===== config.mk =====
export PLATFORM = sky130hd
export DESIGN_NAME = vwd_ctrl
export DESIGN_NICKNAME = d
export VERILOG_FILES = /design/src/hw/rtl/vertex_weld_dedup_assert.svh /design/src/hw/rtl/vwd_pkg.sv /design/src/hw/rtl/vwd_ctrl.sv
export SDC_FILE = /design/constraint.sdc
export NUM_CORES = 1
export LEC_CHECK = 0
export ABC_CLOCK_PERIOD_IN_PS = 1360
export BUFFER_PORTS_ARGS = -buffer_cell sky130_fd_sc_hd__buf_2
export CAP_MARGIN = 20
export CORE_UTILIZATION = 43
export DETAILED_ROUTE_END_ITERATION = 16
export PLACE_DENSITY = 0.76
export SETUP_SLACK_MARGIN = 0.4
export SYNTH_ARGS = -nofsm -noshare
export SYNTH_HDL_FRONTEND = slang
export SYNTH_SLANG_ARGS = --single-unit

===== constraint.sdc =====
create_clock -name clk -period 1.36 [get_ports clk]
set_input_delay 0.204 -clock clk [delete_from_list [all_inputs] [get_ports clk]]
set_output_delay 0.204 -clock clk [all_outputs]
set_load 0.005 [all_outputs]

===== src/hw/rtl/vertex_weld_dedup_assert.svh =====
// assertion macros for the vertex welder
// used by the top level only, expects clk and arst_n in scope
`ifndef VERTEX_WELD_DEDUP_ASSERT_SVH
`define VERTEX_WELD_DEDUP_ASSERT_SVH

// same-cycle implication
`define VWD_ASSERT_IMP(lbl, ante, cons, msg) \
	lbl: assert property (@(posedge clk) disable iff (!arst_n) (ante) |-> (cons)) else $error(msg);

// next-cycle implication
`define VWD_ASSERT_NXT(lbl, ante, cons, msg) \
	lbl: assert property (@(posedge clk) disable iff (!arst_n) (ante) |=> (cons)) else $error(msg);

`endif


===== src/hw/rtl/vwd_pkg.sv =====
`timescale 1ns / 1ps
// shared constants, request codes and control structs of the vertex welder
// no dependencies
package vwd_pkg;

	localparam int MAX_VERTICES_DEF = 4096;
	localparam int TABLE_SLOTS_DEF  = 8192;

	localparam int SCALE_W   = 40;
	localparam int KEY_W     = 40;
	localparam int POS_W     = 32;
	localparam int IDX_W     = 32;
	localparam int WTOT_W    = 13;
	localparam int RTOT_W    = 16;

	localparam logic [SCALE_W-1:0] SCALE_DEFAULT = 40'd256000000;
	localparam logic [KEY_W-1:0]   KEY_MAX       = 40'h7F_FFFF_FFFF;
	localparam logic [63:0]        HASH_SEED     = 64'd1469598103934665603;
	localparam logic [63:0]        HASH_MIX      = 64'h9e37_79b9_7f4a_7c15;
	localparam logic [RTOT_W-1:0]  RTOT_MAX      = 16'hFFFF;

	typedef enum logic [1:0] {
		REQ_VERTEX   = 2'd0,
		REQ_CORNER   = 2'd1,
		REQ_NEW_MESH = 2'd2
	} req_code_t;

	typedef struct packed {
		logic       load_item;
		logic       clear_mesh;
		logic       clr_step;
		logic       q_mul;
		logic       q_add;
		logic       h_xor;
		logic       h_mul;
		logic [1:0] coord;
		logic       probe_init;
		logic       probe_rd;
		logic       insert;
		logic       weld;
		logic       advance;
		logic       set_ovf;
		logic       corner_rd;
		logic       corner_fin;
		logic       out_load;
	} cmd_t;

	typedef struct packed {
		logic full;
		logic slot_free;
		logic slot_match;
		logic probe_last;
		logic clr_last;
	} status_t;

	typedef struct packed {
		logic [IDX_W-1:0]  out_index;
		logic              was_welded;
		logic              face_end;
		logic              face_kept;
		logic              overflow;
		logic [WTOT_W-1:0] welded_total;
		logic [RTOT_W-1:0] removed_total;
	} res_t;

endpackage


===== src/hw/rtl/vwd_ctrl.sv =====
`timescale 1ns / 1ps
// controller: sequences quantize, hash, probe, remap and table clearing
// depends on vwd_pkg
module vwd_ctrl (
	input  logic             clk,
	input  logic             arst_n,
	input  logic             in_valid,
	input  logic [1:0]       in_type,
	output logic             in_ready,
	output logic             out_valid,
	input  logic             out_ready,
	input  vwd_pkg::status_t status,
	output vwd_pkg::cmd_t    cmd
);
	import vwd_pkg::*;

	typedef enum logic [3:0] {
		S_CLEAR,
		S_IDLE,
		S_QMUL,
		S_QADD,
		S_HXOR,
		S_HMUL,
		S_PRB_INIT,
		S_PRB_RD,
		S_PRB_CMP,
		S_CRN_RD,
		S_CRN_FIN,
		S_DONE
	} state_t;

	state_t     state_q;
	logic [1:0] coord_q;
	logic       resp_q;
	logic       accept, out_free, miss;

	assign in_ready = (state_q == S_IDLE);
	assign accept   = in_ready && in_valid;
	assign out_free = !out_valid || out_ready;
	assign miss     = !status.slot_free && !status.slot_match;

	always_comb begin
		cmd            = '0;
		cmd.coord      = coord_q;
		cmd.load_item  = accept;
		cmd.clear_mesh = accept && (in_type == REQ_NEW_MESH);
		cmd.clr_step   = (state_q == S_CLEAR);
		cmd.q_mul      = (state_q == S_QMUL);
		cmd.q_add      = (state_q == S_QADD);
		cmd.h_xor      = (state_q == S_HXOR);
		cmd.h_mul      = (state_q == S_HMUL);
		cmd.probe_init = (state_q == S_PRB_INIT) && !status.full;
		cmd.probe_rd   = (state_q == S_PRB_RD);
		cmd.insert     = (state_q == S_PRB_CMP) && status.slot_free;
		cmd.weld       = (state_q == S_PRB_CMP) && status.slot_match;
		cmd.advance    = (state_q == S_PRB_CMP) && miss && !status.probe_last;
		cmd.set_ovf    = ((state_q == S_PRB_INIT) && status.full)
			|| ((state_q == S_PRB_CMP) && miss && status.probe_last);
		cmd.corner_rd  = (state_q == S_CRN_RD);
		cmd.corner_fin = (state_q == S_CRN_FIN);
		cmd.out_load   = (state_q == S_DONE) && out_free;
	end

	always_ff @(posedge clk or negedge arst_n) begin
		if (!arst_n) begin
			state_q   <= S_CLEAR;
			coord_q   <= 2'd0;
			resp_q    <= 1'b0;
			out_valid <= 1'b0;
		end else begin
			if (state_q == S_DONE && out_free) out_valid <= 1'b1;
			else if (out_ready) out_valid <= 1'b0;
			case (state_q)
				S_CLEAR: begin
					if (status.clr_last) begin
						state_q <= resp_q ? S_DONE : S_IDLE;
						resp_q  <= 1'b0;
					end
				end
				S_IDLE: begin
					if (in_valid) begin
						case (req_code_t'(in_type))
							REQ_VERTEX: begin
								coord_q <= 2'd0;
								state_q <= S_QMUL;
							end
							REQ_CORNER:   state_q <= S_CRN_RD;
							REQ_NEW_MESH: begin
								resp_q  <= 1'b1;
								state_q <= S_CLEAR;
							end
							default:      state_q <= S_DONE;
						endcase
					end
				end
				S_QMUL: state_q <= S_QADD;
				S_QADD: begin
					if (coord_q == 2'd2) begin
						coord_q <= 2'd0;
						state_q <= S_HXOR;
					end else begin
						coord_q <= coord_q + 2'd1;
						state_q <= S_QMUL;
					end
				end
				S_HXOR: state_q <= S_HMUL;
				S_HMUL: begin
					if (coord_q == 2'd2) begin
						state_q <= S_PRB_INIT;
					end else begin
						coord_q <= coord_q + 2'd1;
						state_q <= S_HXOR;
					end
				end
				S_PRB_INIT: state_q <= status.full ? S_DONE : S_PRB_RD;
				S_PRB_RD:   state_q <= S_PRB_CMP;
				S_PRB_CMP: begin
					if (!miss || status.probe_last) state_q <= S_DONE;
					else state_q <= S_PRB_RD;
				end
				S_CRN_RD:  state_q <= S_CRN_FIN;
				S_CRN_FIN: state_q <= S_DONE;
				S_DONE: begin
					if (out_free) state_q <= S_IDLE;
				end
				default: state_q <= S_IDLE;
			endcase
		end
	end

endmodule


* Yosys cells after proc, flatten, opt, wreduce, memory -nomap -nowiden
Cells that the tools add are included.
** Word-level totals
- Register bits :: 8
- Bits of input ports :: 11
- Output and inout port bits :: 20
- Word-level logic and storage cells :: 74
** Cells by class
- Add/subtract/negate cells :: 1
- Equality and inequality tests :: 20
- Muxes and demuxes :: 21
- Reductions and logical operators :: 28
** Operators by type and width (number)
- $pmux W4 S12 :: 1
- $mux W4 :: 6
- $eq A4 B3 Y1 const B :: 4
- $eq A4 B4 Y1 const B :: 4
- $pmux W4 S3 :: 1
- $logic_and A1 B1 Y1 :: 11
- $mux W2 :: 5
- $eq A4 B2 Y1 const B :: 2
- $ne A2 B2 Y1 const B :: 4
- $reduce_and A4 Y1 :: 2
- $logic_not A1 Y1 :: 6
- $pmux W2 S3 :: 1
- $mux W1 :: 5
- $eq A2 B2 Y1 const B :: 2
- $eq A4 B1 Y1 const B :: 1
- $logic_not A4 Y1 :: 1
- $ne A2 B1 Y1 const B :: 2
- $reduce_bool A2 Y1 :: 2
- $logic_or A1 B1 Y1 :: 3
- $mux W3 :: 1
- $reduce_and A3 Y1 :: 1
- $reduce_bool A3 Y1 :: 1
- $add A2 B1 Y2 const B :: 1
- $eq A2 B1 Y1 const B :: 1
- other kinds (2) :: 2

* Longest topological paths before layout
Gate-level depths: netlist of run 1.
- Depth in word-level cells :: 6
- Depth in mapped cells :: 6
- Gate-level depth less buffers :: 6

* Least setup slack after synthesis of run 1
No wires, ideal clock.
- Path type :: reg2reg
- From :: reg state_q[1]
- To :: reg state_q[3]
- Library setup time :: 0.124 ns
- Arrival :: 1.344 ns
- Data required time :: 1.236 ns
- Slack :: -0.108 ns
- Cell stages (with the launch flop) :: 6
- Buffers on the path :: 1
- Period minus slack after synthesis :: 1.468 ns
- Path through :: dfrtp_1 > buf_6 > or4_4 > a21boi_2 > o32ai_1 > o31a_1
** Between the ends
- Longest elaborated chain between the ends :: 3
- Elaborated cells between the ends (all ways) :: 17
- Those cells by class :: eq/ne (14); mux (1); reduce/logical (2)
** RTL lines
- start: declaration :: RTL line vwd_ctrl.sv:32 : state_t state_q;
- start signal: assignment :: RTL line vwd_ctrl.sv:76 : state_q <= resp_q ? S_DONE : S_IDLE;
- start signal: assignment :: RTL line vwd_ctrl.sv:115 : S_PRB_INIT: state_q <= status.full ? S_DONE : S_PRB_RD;
- $eq A4 B4 Y1, or another cell as far along :: RTL line vwd_ctrl.sv:73 : case (state_q)
- $ne A2 B2 Y1 (no source line)
- $reduce_and A3 Y1 (no source line)
Parallel ways exist; a longest one is shown, timed or not.
A chain may end at the register's enable or synchronous reset.

* Worst setup path after layout of run 1
- From :: reg coord_q[0]
- To :: reg coord_q[1]
** Between the ends
- Longest elaborated chain between the ends :: 3
- Elaborated cells between the ends (all ways) :: 7
- Those cells by class :: add/sub (1); eq/ne (2); mux (3); reduce/logical (1)
** RTL lines
- start: declaration :: RTL line vwd_ctrl.sv:33 : logic [1:0] coord_q;
- start signal: assignment :: RTL line vwd_ctrl.sv:102 : coord_q <= coord_q + 2'd1;
- start signal: assignment :: RTL line vwd_ctrl.sv:111 : coord_q <= coord_q + 2'd1;
- $add A2 B1 Y2 / $eq A2 B2 Y1 (equally long branches)
- $mux W2, or another cell as far along :: RTL line vwd_ctrl.sv:108 : if (coord_q == 2'd2) begin
- $pmux W2 S3 / $reduce_and A4 Y1 (equally long branches)
Parallel ways exist; a longest one is shown, timed or not. The select of a mux whose other input is x is not followed.

==> flow_metrics.tcl, run 1 <==
set metrics [dict create \
    synth_area_leader_cell "dfrtp_1" \
    cp.arrival_ns 1.88 \
    synth-async-reset-ratio_pct 100 \
    finalSetupViolations 23 \
    via_per_inst 5.96 \
    synth_edf_count 0 \
    violations "negative setup slack" \
    clkPwrFrac_pct 5.7 \
    synth-compound-area-share_pct 21.2 \
    clock.fmax_ghz 0.571 \
    synth-simple-area-share_pct 32.5 \
    top_usage_layer "met2" \
    cts-root-buf "clkbuf_4" \
    track_usage_pct 32.9 \
    synthXorXnorAreaFrac_pct 0 \
    hold_viol_final 0 \
    cts_made_buffers 3 \
    diodes 0 \
    cts_max_level 1 \
    cp_num_buf_inv 1 \
    die_width_um 44.7 \
    cts_tree "done" \
    synth.avg_cell_area_um2 8.01 \
    slowest_delay_ns 0.39 \
    hpwl_um 1850 \
    syn_area_um2 785 \
    critPathRequiredTime_ns 1.49 \
    start_util_pct 45.4 \
    crit_path_end_kind "flip-flop" \
    start_kind "flip-flop" \
    synth_seq_cells 8 \
    p_seq_share_pct 13.1 \
    synth_area_leaders "dfrtp_1, ha_1, nor2_1" \
    dr.pass1.iters 5 \
    drive_above_1_share_pct 66.7 \
    overflow 0 \
    rsz0062_at_grt "true" \
    vias 1169 \
    synth.area.mux_share_pct 1.44 \
    dp_slack_ns -0.151 \
    grtUsageMet3_pct 4.40 \
    status "complete, but fails checks" \
    hold_class "primary input to flip-flop" \
    synthAdderAreaFrac_pct 11.2 \
    die_y_um 44.7 \
    synth_seq_area_share_pct 25.5 \
    p_sw_w 0.00169 \
    p_per_area_mw_per_mm2 2380 \
    power.total_w 0.00375 \
    synth_top_area_share_pct 25.5 \
    core_mm2 0.00173 \
    cts.clk_slew.worst_paths_ns 0.08 \
    slew_viol_final 0 \
    crit_slowest_cell "dfrtp_1" \
    synth.distinct_cells 35 \
    grt_max_degree 9 \
    dieArea_mm2 0.00200 \
    netSwitchingFraction_pct 45.2 \
    clock_skew_ns 0.0112 \
    finalCriticalPeriod_ns 1.75 \
    yosysMostFrequentCell "nor2_1" \
    synth_fp_nets 116 \
    cts_sinks 8 \
    ios 31 \
    grt_util_met1_pct 35.4 \
    cp_cell_sequence "inv_1 -> ha_2 -> o21ai_0 -> nand3b_1 -> a221oi_2 -> a21oi_1" \
    portBuffers 30 \
    clk_path_buf_depth 2 \
    ys.flop_type "dfrtp_1" \
    grt_pass1_vias 1006 \
    drt-initial-drc-count 60 \
    combPwrFrac_pct 81.3 \
    critical_path_class "flip-flop to flip-flop" \
    antenna_found_initial 0 \
    power.internal_w 0.00206 \
    drc 0 \
    fin_crit_sh_pct 129 \
    antenna_left 0 \
    worst_pin_slew_ns 0.307 \
    synth_warnings 0 \
    place_congestion 0.809 \
    std_cell_rows 15 \
    vdd_ir_drop_max_mv 1.45 \
    fill_cells 67 \
    worstPathMaxFanout 3 \
    critical_path.top_delay_family "compound AO/OA/AOI/OAI gates" \
    nets 191 \
    synth_top_family_by_area "simple AND/OR/NAND/NOR gates" \
    grt_pass1_wl_um 4660 \
    maxCapViolCount 0 \
    worstSkewPairLatency_ns 0.27 \
    wl_per_cell_um 20.1 \
    wl_um 3940 \
    postSynthCellCount 98 \
    netlist_top_cells_count "nor2_1, dfrtp_1, nand2_1" \
    finalWorstSetupSlack_ns -0.391 \
    use_met2_pct 63.8 \
    power.leakage_nw 0.783 \
    syn_to_final_growth_pct 101 \
    relSlewSlack_pct 79.3 \
]
cells by family (layout without fill, tap and decap cells):
logic type,count (synthesis),after routing
AOI/OAI and AO/OA,23,23
DFF,8,8
buffers and inverters,12,85
muxes,1,1
and+or+nand+nor,47,47
adders and majority gates,7,7
power by group through the flow:
stage               Combinational [W]  Clock [W]  Sequential [W]
finish                        0.00305   0.000212        0.000490
global route                  0.00320   0.000219        0.000490
CTS                           0.00247   0.000199        0.000482
detailed placement            0.00183          0        0.000477
global placement              0.00177          0        0.000463
floorplan                     0.00118          0        0.000446
layout by cell type, fill, tap and decap left out, drive strengths merged, types with 4 or more instances in the layout:
cell / netlist / final
buf: 6 / 75
nor2: 13 / 13
nand2: 8 / 8
dfrtp: 8 / 8
ha: 7 / 7
inv: 6 / 6
nand2b: 6 / 6
a21oi: 5 / 5
and2: 4 / 4
o21ai: 4 / 4
registers in the layout, summed over array words and instances, names as in the netlist:
name / count
state_q: 4
out_valid: 1
resp_q: 1
coord_q: 2
area by class of cell:
type | instances | area [um^2] | share of cell area [%]
Clock buffer | 3 | 22.5 | 1.43
Inverter | 6 | 22.5 | 1.43
Multi-Input combinational cell | 78 | 724 | 46.0
Sequential cell | 8 | 203 | 12.9
Tap cell | 25 | 31.3 | 1.98
Timing Repair Buffer | 76 | 573 | 36.3
stage by stage:
stage	cell area [um^2]	util [%]	TNS, ns	cells	hold slack (ns)
3_3_place_gp	1190	69.2	-0.379	173	0.0582
5_1_grt	1580	91.3	-6.62	196	0.217
3_5_place_dp	1190	69.2	-0.893	173	0.0662
6_report	1580	91.3	-5.81	196	0.214
2_1_floorplan	878	-	-0.0794	98	-0.0916
4_1_cts	1450	84.2	-4.20	188	0.182
routing by layer:
layer	vias up	share of wire [%]
li1	491	-
met1	559	36
met2	90	49
met3	29	9.3
met4	0	5.5
met5	-	0
timing repair:
action	in CTS	in global routing
gates resized for setup	33	15
pin swaps	12	11
hold buffers	1	0
endpoints found under the hold margin	8	0
buffers inserted	11	8
setup endpoints to repair	28	28
path summary, 6_finish.rpt:
| kind | to | cells past startpoint | slack (ns) | startpoint |
|---|---|---|---|---|
| worst min-delay path | state_q[2] | 2 | 0.21 | status[1] |
| min in group asynchronous | resp_q | 2 | 0.32 | arst_n |
| worst max-delay path | coord_q[1] | 6 | -0.39 | coord_q[0] |
| worst min register to register | resp_q | 1 | 0.51 | resp_q |
| max in group asynchronous | state_q[1] | 2 | 0.84 | arst_n |
| worst max register to register | coord_q[1] | 6 | -0.39 | coord_q[0] |
Power figures use the tool's default switching activity.
==> run 2: changes to the inputs <==
--- a/config.mk
+++ b/config.mk
@@ -7,8 +7,9 @@
 export LEC_CHECK = 0
-export ABC_CLOCK_PERIOD_IN_PS = 1360
+export ABC_CLOCK_PERIOD_IN_PS = 1930
 export BUFFER_PORTS_ARGS = -buffer_cell sky130_fd_sc_hd__buf_2
 export CAP_MARGIN = 20
-export CORE_UTILIZATION = 43
+export CORE_UTILIZATION = 44
+export CTS_BUF_LIST = sky130_fd_sc_hd__clkbuf_4
 export DETAILED_ROUTE_END_ITERATION = 16
-export PLACE_DENSITY = 0.76
+export PLACE_DENSITY = 0.74
 export SETUP_SLACK_MARGIN = 0.4
==> constraint.sdc (replaced) <==
create_clock -name clk -period 1.93 [get_ports clk]
set_input_delay 0.386 -clock clk [delete_from_list [all_inputs] [get_ports clk]]
set_output_delay 0.386 -clock clk [all_outputs]
set_load 0.005 [all_outputs]
==> run 2 against run 1 <==
- count of clock-buffer cells in the layout is the same
- critical path depth is 1 lower
- the flow now finishes without violations
- highest routed layer unchanged
- clock skew shrank 0.011 ns
- first-iteration DRC count shrank 68%
- routed wire length fell by 35%
- combinational power decreased by 53%
- non-clock buffer count decreased by 24
- flip-flop and latch count unchanged
- via count down 23%
==> flow_metrics.tcl, run 2 (same netlist as run 1, synthesis figures left out) <==
set metrics [dict create \
    portBuffers 30 \
    overflow 0 \
    critPathRequiredTime_ns 1.54 \
    clk_path_buf_depth 2 \
    wl_um 2540 \
    maxCapViolCount 0 \
    fill_cells 97 \
    multi_input_area_um2 647 \
    grt_pass1_wl_um 3460 \
    worstPathMaxFanout 5 \
    cp.arrival_ns 1.43 \
    clock.fmax_ghz 0.551 \
    largest_reg_flops 4 \
    cts_made_buffers 3 \
    regArea_um2 205 \
    syn_to_final_growth_pct 61.9 \
    max_flop_register "state_q" \
    diodes 0 \
    place_congestion 0.783 \
    cts_sinks 8 \
    crit_path_end_kind "output port" \
    slowest_delay_ns 0.46 \
    status "completed" \
    grt_pass1_vias 834 \
    dr.pass1.iters 6 \
    rsz0062_at_grt "true" \
    r2r_slack_ns 0.22 \
    wl_per_cell_um 15.6 \
    antenna_left 0 \
    worst_pin_slew_ns 0.272 \
    vdd_ir_drop_max_mv 0.982 \
    crit_slowest_cell "dfrtp_2" \
    cts_tree "done" \
    start_util_pct 49.8 \
    drc 0 \
    hold_class "primary input to flip-flop" \
    cts-root-buf "clkbuf_4" \
    antenna_found_initial 0 \
    die_width_um 44.2 \
    met3_length_um 92 \
    relSlewSlack_pct 81.7 \
    instances_no_fill 163 \
    hold_viol_final 0 \
    finalSetupViolations 0 \
    core_mm2 0.00158 \
    cp_cell_sequence "buf_4 -> nand2b_4 -> nor2_4 -> a32o_1 -> buf_2" \
    fin_setup_tns_ns 0 \
    die_y_um 44.2 \
    finalCriticalPeriod_ns 1.81 \
    worstSkewPairLatency_ns 0.25 \
    dp.cells 139 \
    track_usage_pct 23.6 \
    fin_crit_sh_pct 94.0 \
    met1_length_um 1220 \
    power.leakage_nw 0.626 \
    std_cell_rows 14 \
    cts.clk_slew.worst_paths_ns 0.05 \
    final_common_cell "buf_2" \
    critical_path_class "flip-flop to output port" \
    mostFrequentLayoutCells "buf_2, buf_4, nand2_1, ha_1" \
    hpwl_um 1450 \
    nets 167 \
    ios 31 \
    clock_skew_ns 0.000280 \
    top_layer "met4" \
    cts_max_level 1 \
    vias 902 \
    grt_max_degree 11 \
    p_per_area_mw_per_mm2 1520 \
    drt-initial-drc-count 19 \
    reg.largest.list "state_q: 4 flops, coord_q: 2 flops" \
    slew_viol_final 0 \
    via_per_inst 5.53 \
    dr_wl_met2_um 1180 \
    dieArea_mm2 0.00196 \
    start_kind "flip-flop" \
    drive_above_1_share_pct 55.8 \
]
-- run 2: cell type report --
class / count / area share, %
repair buffers: 52 / 27.8
flip-flops and latches: 8 / 16.2
inverters: 6 / 1.77
well taps: 16 / 1.58
clock buffers: 3 / 1.77
multi-input cells: 78 / 50.9
-- run 2: final timing paths --
path / start / depth (start not counted) / endpoint
min in group asynchronous: arst_n / 2 / resp_q
worst min-delay path: status[1] / 2 / state_q[2]
worst max register to register: state_q[0] / 5 / state_q[3]
max in group asynchronous: arst_n / 2 / state_q[1]
worst max-delay path: state_q[3] / 5 / cmd[3]
worst min register to register: resp_q / 1 / resp_q
-- run 2: stage by stage --
stage / setup slack (ns) / utilization [%] / area, um^2 / total power, W / hold slack, ns
4_1_cts: 0.112 / 73.4 / 1160 / 0.00166 / 0.367
5_1_grt: 0.0759 / 80.6 / 1270 / 0.00207 / 0.369
2_1_floorplan: 0.379 / - / 792 / 0.000977 / 0.0904
6_report: 0.116 / 80.6 / 1270 / 0.00193 / 0.376
3_3_place_gp: 0.187 / 58.9 / 928 / 0.00116 / 0.232
3_5_place_dp: 0.199 / 58.9 / 928 / 0.00118 / 0.235
-- run 2: layer usage --
layer,global-route usage (%),vias to the layer above
met2,39.1,32
met5,0,-
met3,1.22,4
li1,-,446
met1,32.4,420
met4,9.09,0
-- run 2: power breakdown --
group	switching, W	total [W]	internal, W	leakage [nW]
Sequential	0.000129	0.000383	0.000254	0.0970
Clock	0.0000533	0.000124	0.0000709	0.0138
Combinational	0.000677	0.00143	0.000749	0.515
Total	0.000859	0.00193	0.00107	0.626
-- run 2: timing repair --
action                                 CTS  global route
pin swaps                                9             8
resized for setup                       20            20
endpoints found under the hold margin    8             0
hold buffers                             1             0
buffers inserted                        14             6
setup endpoints to repair               21            22
-- run 2: worst max-delay path: cells and delay by family (launching register included) --
kind            cells  cell delay (ns)
compound gates      1             0.13
flops               1             0.46
simple gates        2             0.32
buf+inv             2             0.27
==> run 3: changes to the inputs <==
Settings changed: CORE_UTILIZATION 44 to 45, PLACE_DENSITY 0.74 to 0.76.
==> run 3 against run 2 <==
- the run now ends with design-rule violations left
- largest cell class unchanged
- first-iteration DRC count increased to 3.0 times the previous value
- via count increased by 21%
- combinational power increased by 32%
- fmax decreased by 3.0%
- sequential share of layout area decreased by 1.8 points
- non-clock buffer count increased by 10
- flip-flop and latch count unchanged
==> flow_metrics.tcl, run 3 (same netlist as run 1, synthesis figures left out) <==
set metrics [dict create \
    status "complete, but fails checks" \
    violations "design-rule violations" \
    slew_viol_final 0 \
    track_usage_pct 32.0 \
    vdd_ir_drop_max_mv 1.07 \
    crit_path_end "state_q[1]" \
    clkPwrFrac_pct 6.0 \
    critPathRequiredTime_ns 2.13 \
    cts.clk_slew.worst_paths_ns 0.07 \
    fin_crit_sh_pct 96.9 \
    r2r_slack_ns 0.06 \
    hold_viol_final 0 \
    drive_above_1_share_pct 60.5 \
    wl_per_cell_um 22.0 \
    ios 31 \
    via_per_inst 6.31 \
    power.total_w 0.00242 \
    max_flop_register "state_q" \
    clk_path_buf_depth 2 \
    clock.fmax_ghz 0.535 \
    vias 1091 \
    syn_to_final_growth_pct 81.7 \
    min_path_cells 2 \
    final_area_mm2 0.00143 \
    power.leakage_nw 0.701 \
    diodes 0 \
    power.internal_w 0.00129 \
    maxCapViolCount 0 \
    p_seq_share_pct 15.9 \
    grt_pass1_vias 959 \
    antenna_found_initial 0 \
    p_per_area_mw_per_mm2 1700 \
    grt_pass1_wl_um 4420 \
    p_sw_w 0.00113 \
    place_congestion 0.919 \
    combPwrFrac_pct 78.1 \
    worstRegToRegCells 5 \
    start_kind "flip-flop" \
    mostFrequentLayoutCells "buf_2, buf_4, buf_6" \
    cp.arrival_ns 2.07 \
    cts-root-buf "clkbuf_4" \
    reg.largest.list "state_q: 4 flops, coord_q: 2 flops" \
    worstHoldStart "status[1]" \
    critical_path_class "flip-flop to flip-flop" \
    hpwl_um 1530 \
    finalSetupViolations 0 \
    die_width_um 43.8 \
    worstSkewPairLatency_ns 0.27 \
    regToRegEndpoint "state_q[1]" \
    finalCriticalPeriod_ns 1.87 \
    timing.rr.start "state_q[0]" \
    top_layer "met4" \
    place_area_um2 928 \
    overflow 0 \
    grt_max_degree 11 \
    hold_class "primary input to flip-flop" \
    cts_tree "done" \
    whs_ns 0.355 \
    worstPathMaxFanout 6 \
    std_cell_rows 14 \
    met3_length_um 288 \
    nets 177 \
    cts_sinks 8 \
    crit_path_end_kind "flip-flop" \
    final_common_cell "buf_2" \
    wl_um 3800 \
    rsz0062_at_grt "true" \
    start_util_pct 50.3 \
    core_mm2 0.00156 \
    die_y_um 43.8 \
    met1_length_um 1450 \
    dr.pass1.iters 10 \
    worst_pin_slew_ns 0.391 \
    largest_reg_flops 4 \
    dr_wl_met2_um 1810 \
    startpoint "state_q[0]" \
    relSlewSlack_pct 74.0 \
    cts_max_level 1 \
    fill_cells 65 \
    dieArea_mm2 0.00191 \
    cts_made_buffers 3 \
    drc 3 \
    netSwitchingFraction_pct 46.7 \
    clock_skew_ns 0.00996 \
    drt-initial-drc-count 57 \
    antenna_left 0 \
    portBuffers 30 \
    fin_setup_tns_ns 0 \
]
run 3: critical path: stages, from the launching register on:
cell and delay, ns:
dfrtp_2 0.48, buf_6 0.16, buf_4 0.13, or4b_1 0.56
a21oi_2 0.28, o31a_1 0.20
run 3: timing repair:
action / 4_1_cts / 5_1_grt
endpoints found under the hold margin: 8 / 0
resized for setup: 29 / 27
hold buffers: 1 / 0
setup endpoints to repair: 22 / 22
pin swaps: 12 / 19
setup buffers: 19 / 11
run 3: through the flow:
step                      utilization, %  instances  worst slack, ns
after global routing                91.4        173           0.0405
final                               91.4        173           0.0606
after detailed placement            59.6        139            0.201
after floorplan                        -         98            0.379
after CTS                           78.7        162           0.0886
after global placement              59.6        139            0.228
run 3: power by group through the flow:
stage                     sequential (W)  clock, W  combinational (W)
after detailed placement        0.000400         0           0.000789
final                           0.000384  0.000144            0.00189
after floorplan                 0.000303         0           0.000674
after global placement          0.000389         0           0.000766
after CTS                       0.000368  0.000141            0.00132
after global routing            0.000391  0.000150            0.00196
run 3: metal layers:
| layer | global-route usage [%] | vias up |
|---|---|---|
| li1 | - | 463 |
| met1 | 36.1 | 531 |
| met2 | 56.4 | 71 |
| met3 | 8.33 | 26 |
| met4 | 13.1 | 0 |
| met5 | 0 | - |
run 3: worst min-delay path by stage:
stage | end | slack [ns]
floorplan | coord_q[0] | 0.09
global placement | state_q[0] | 0.24
detailed placement | out_valid | 0.24
CTS | state_q[2] | 0.36
global route | state_q[2] | 0.37
finish | state_q[2] | 0.36
run 3: cell type report:
cell class / instances / area [um^2] / share of cell area [%]
well taps: 16 / 20.0 / 1.40
multi-input cells: 78 / 688 / 48.3
repair buffers: 62 / 467 / 32.7
clock buffers: 3 / 22.5 / 1.58
inverters: 6 / 22.5 / 1.58
flip-flops and latches: 8 / 205 / 14.4
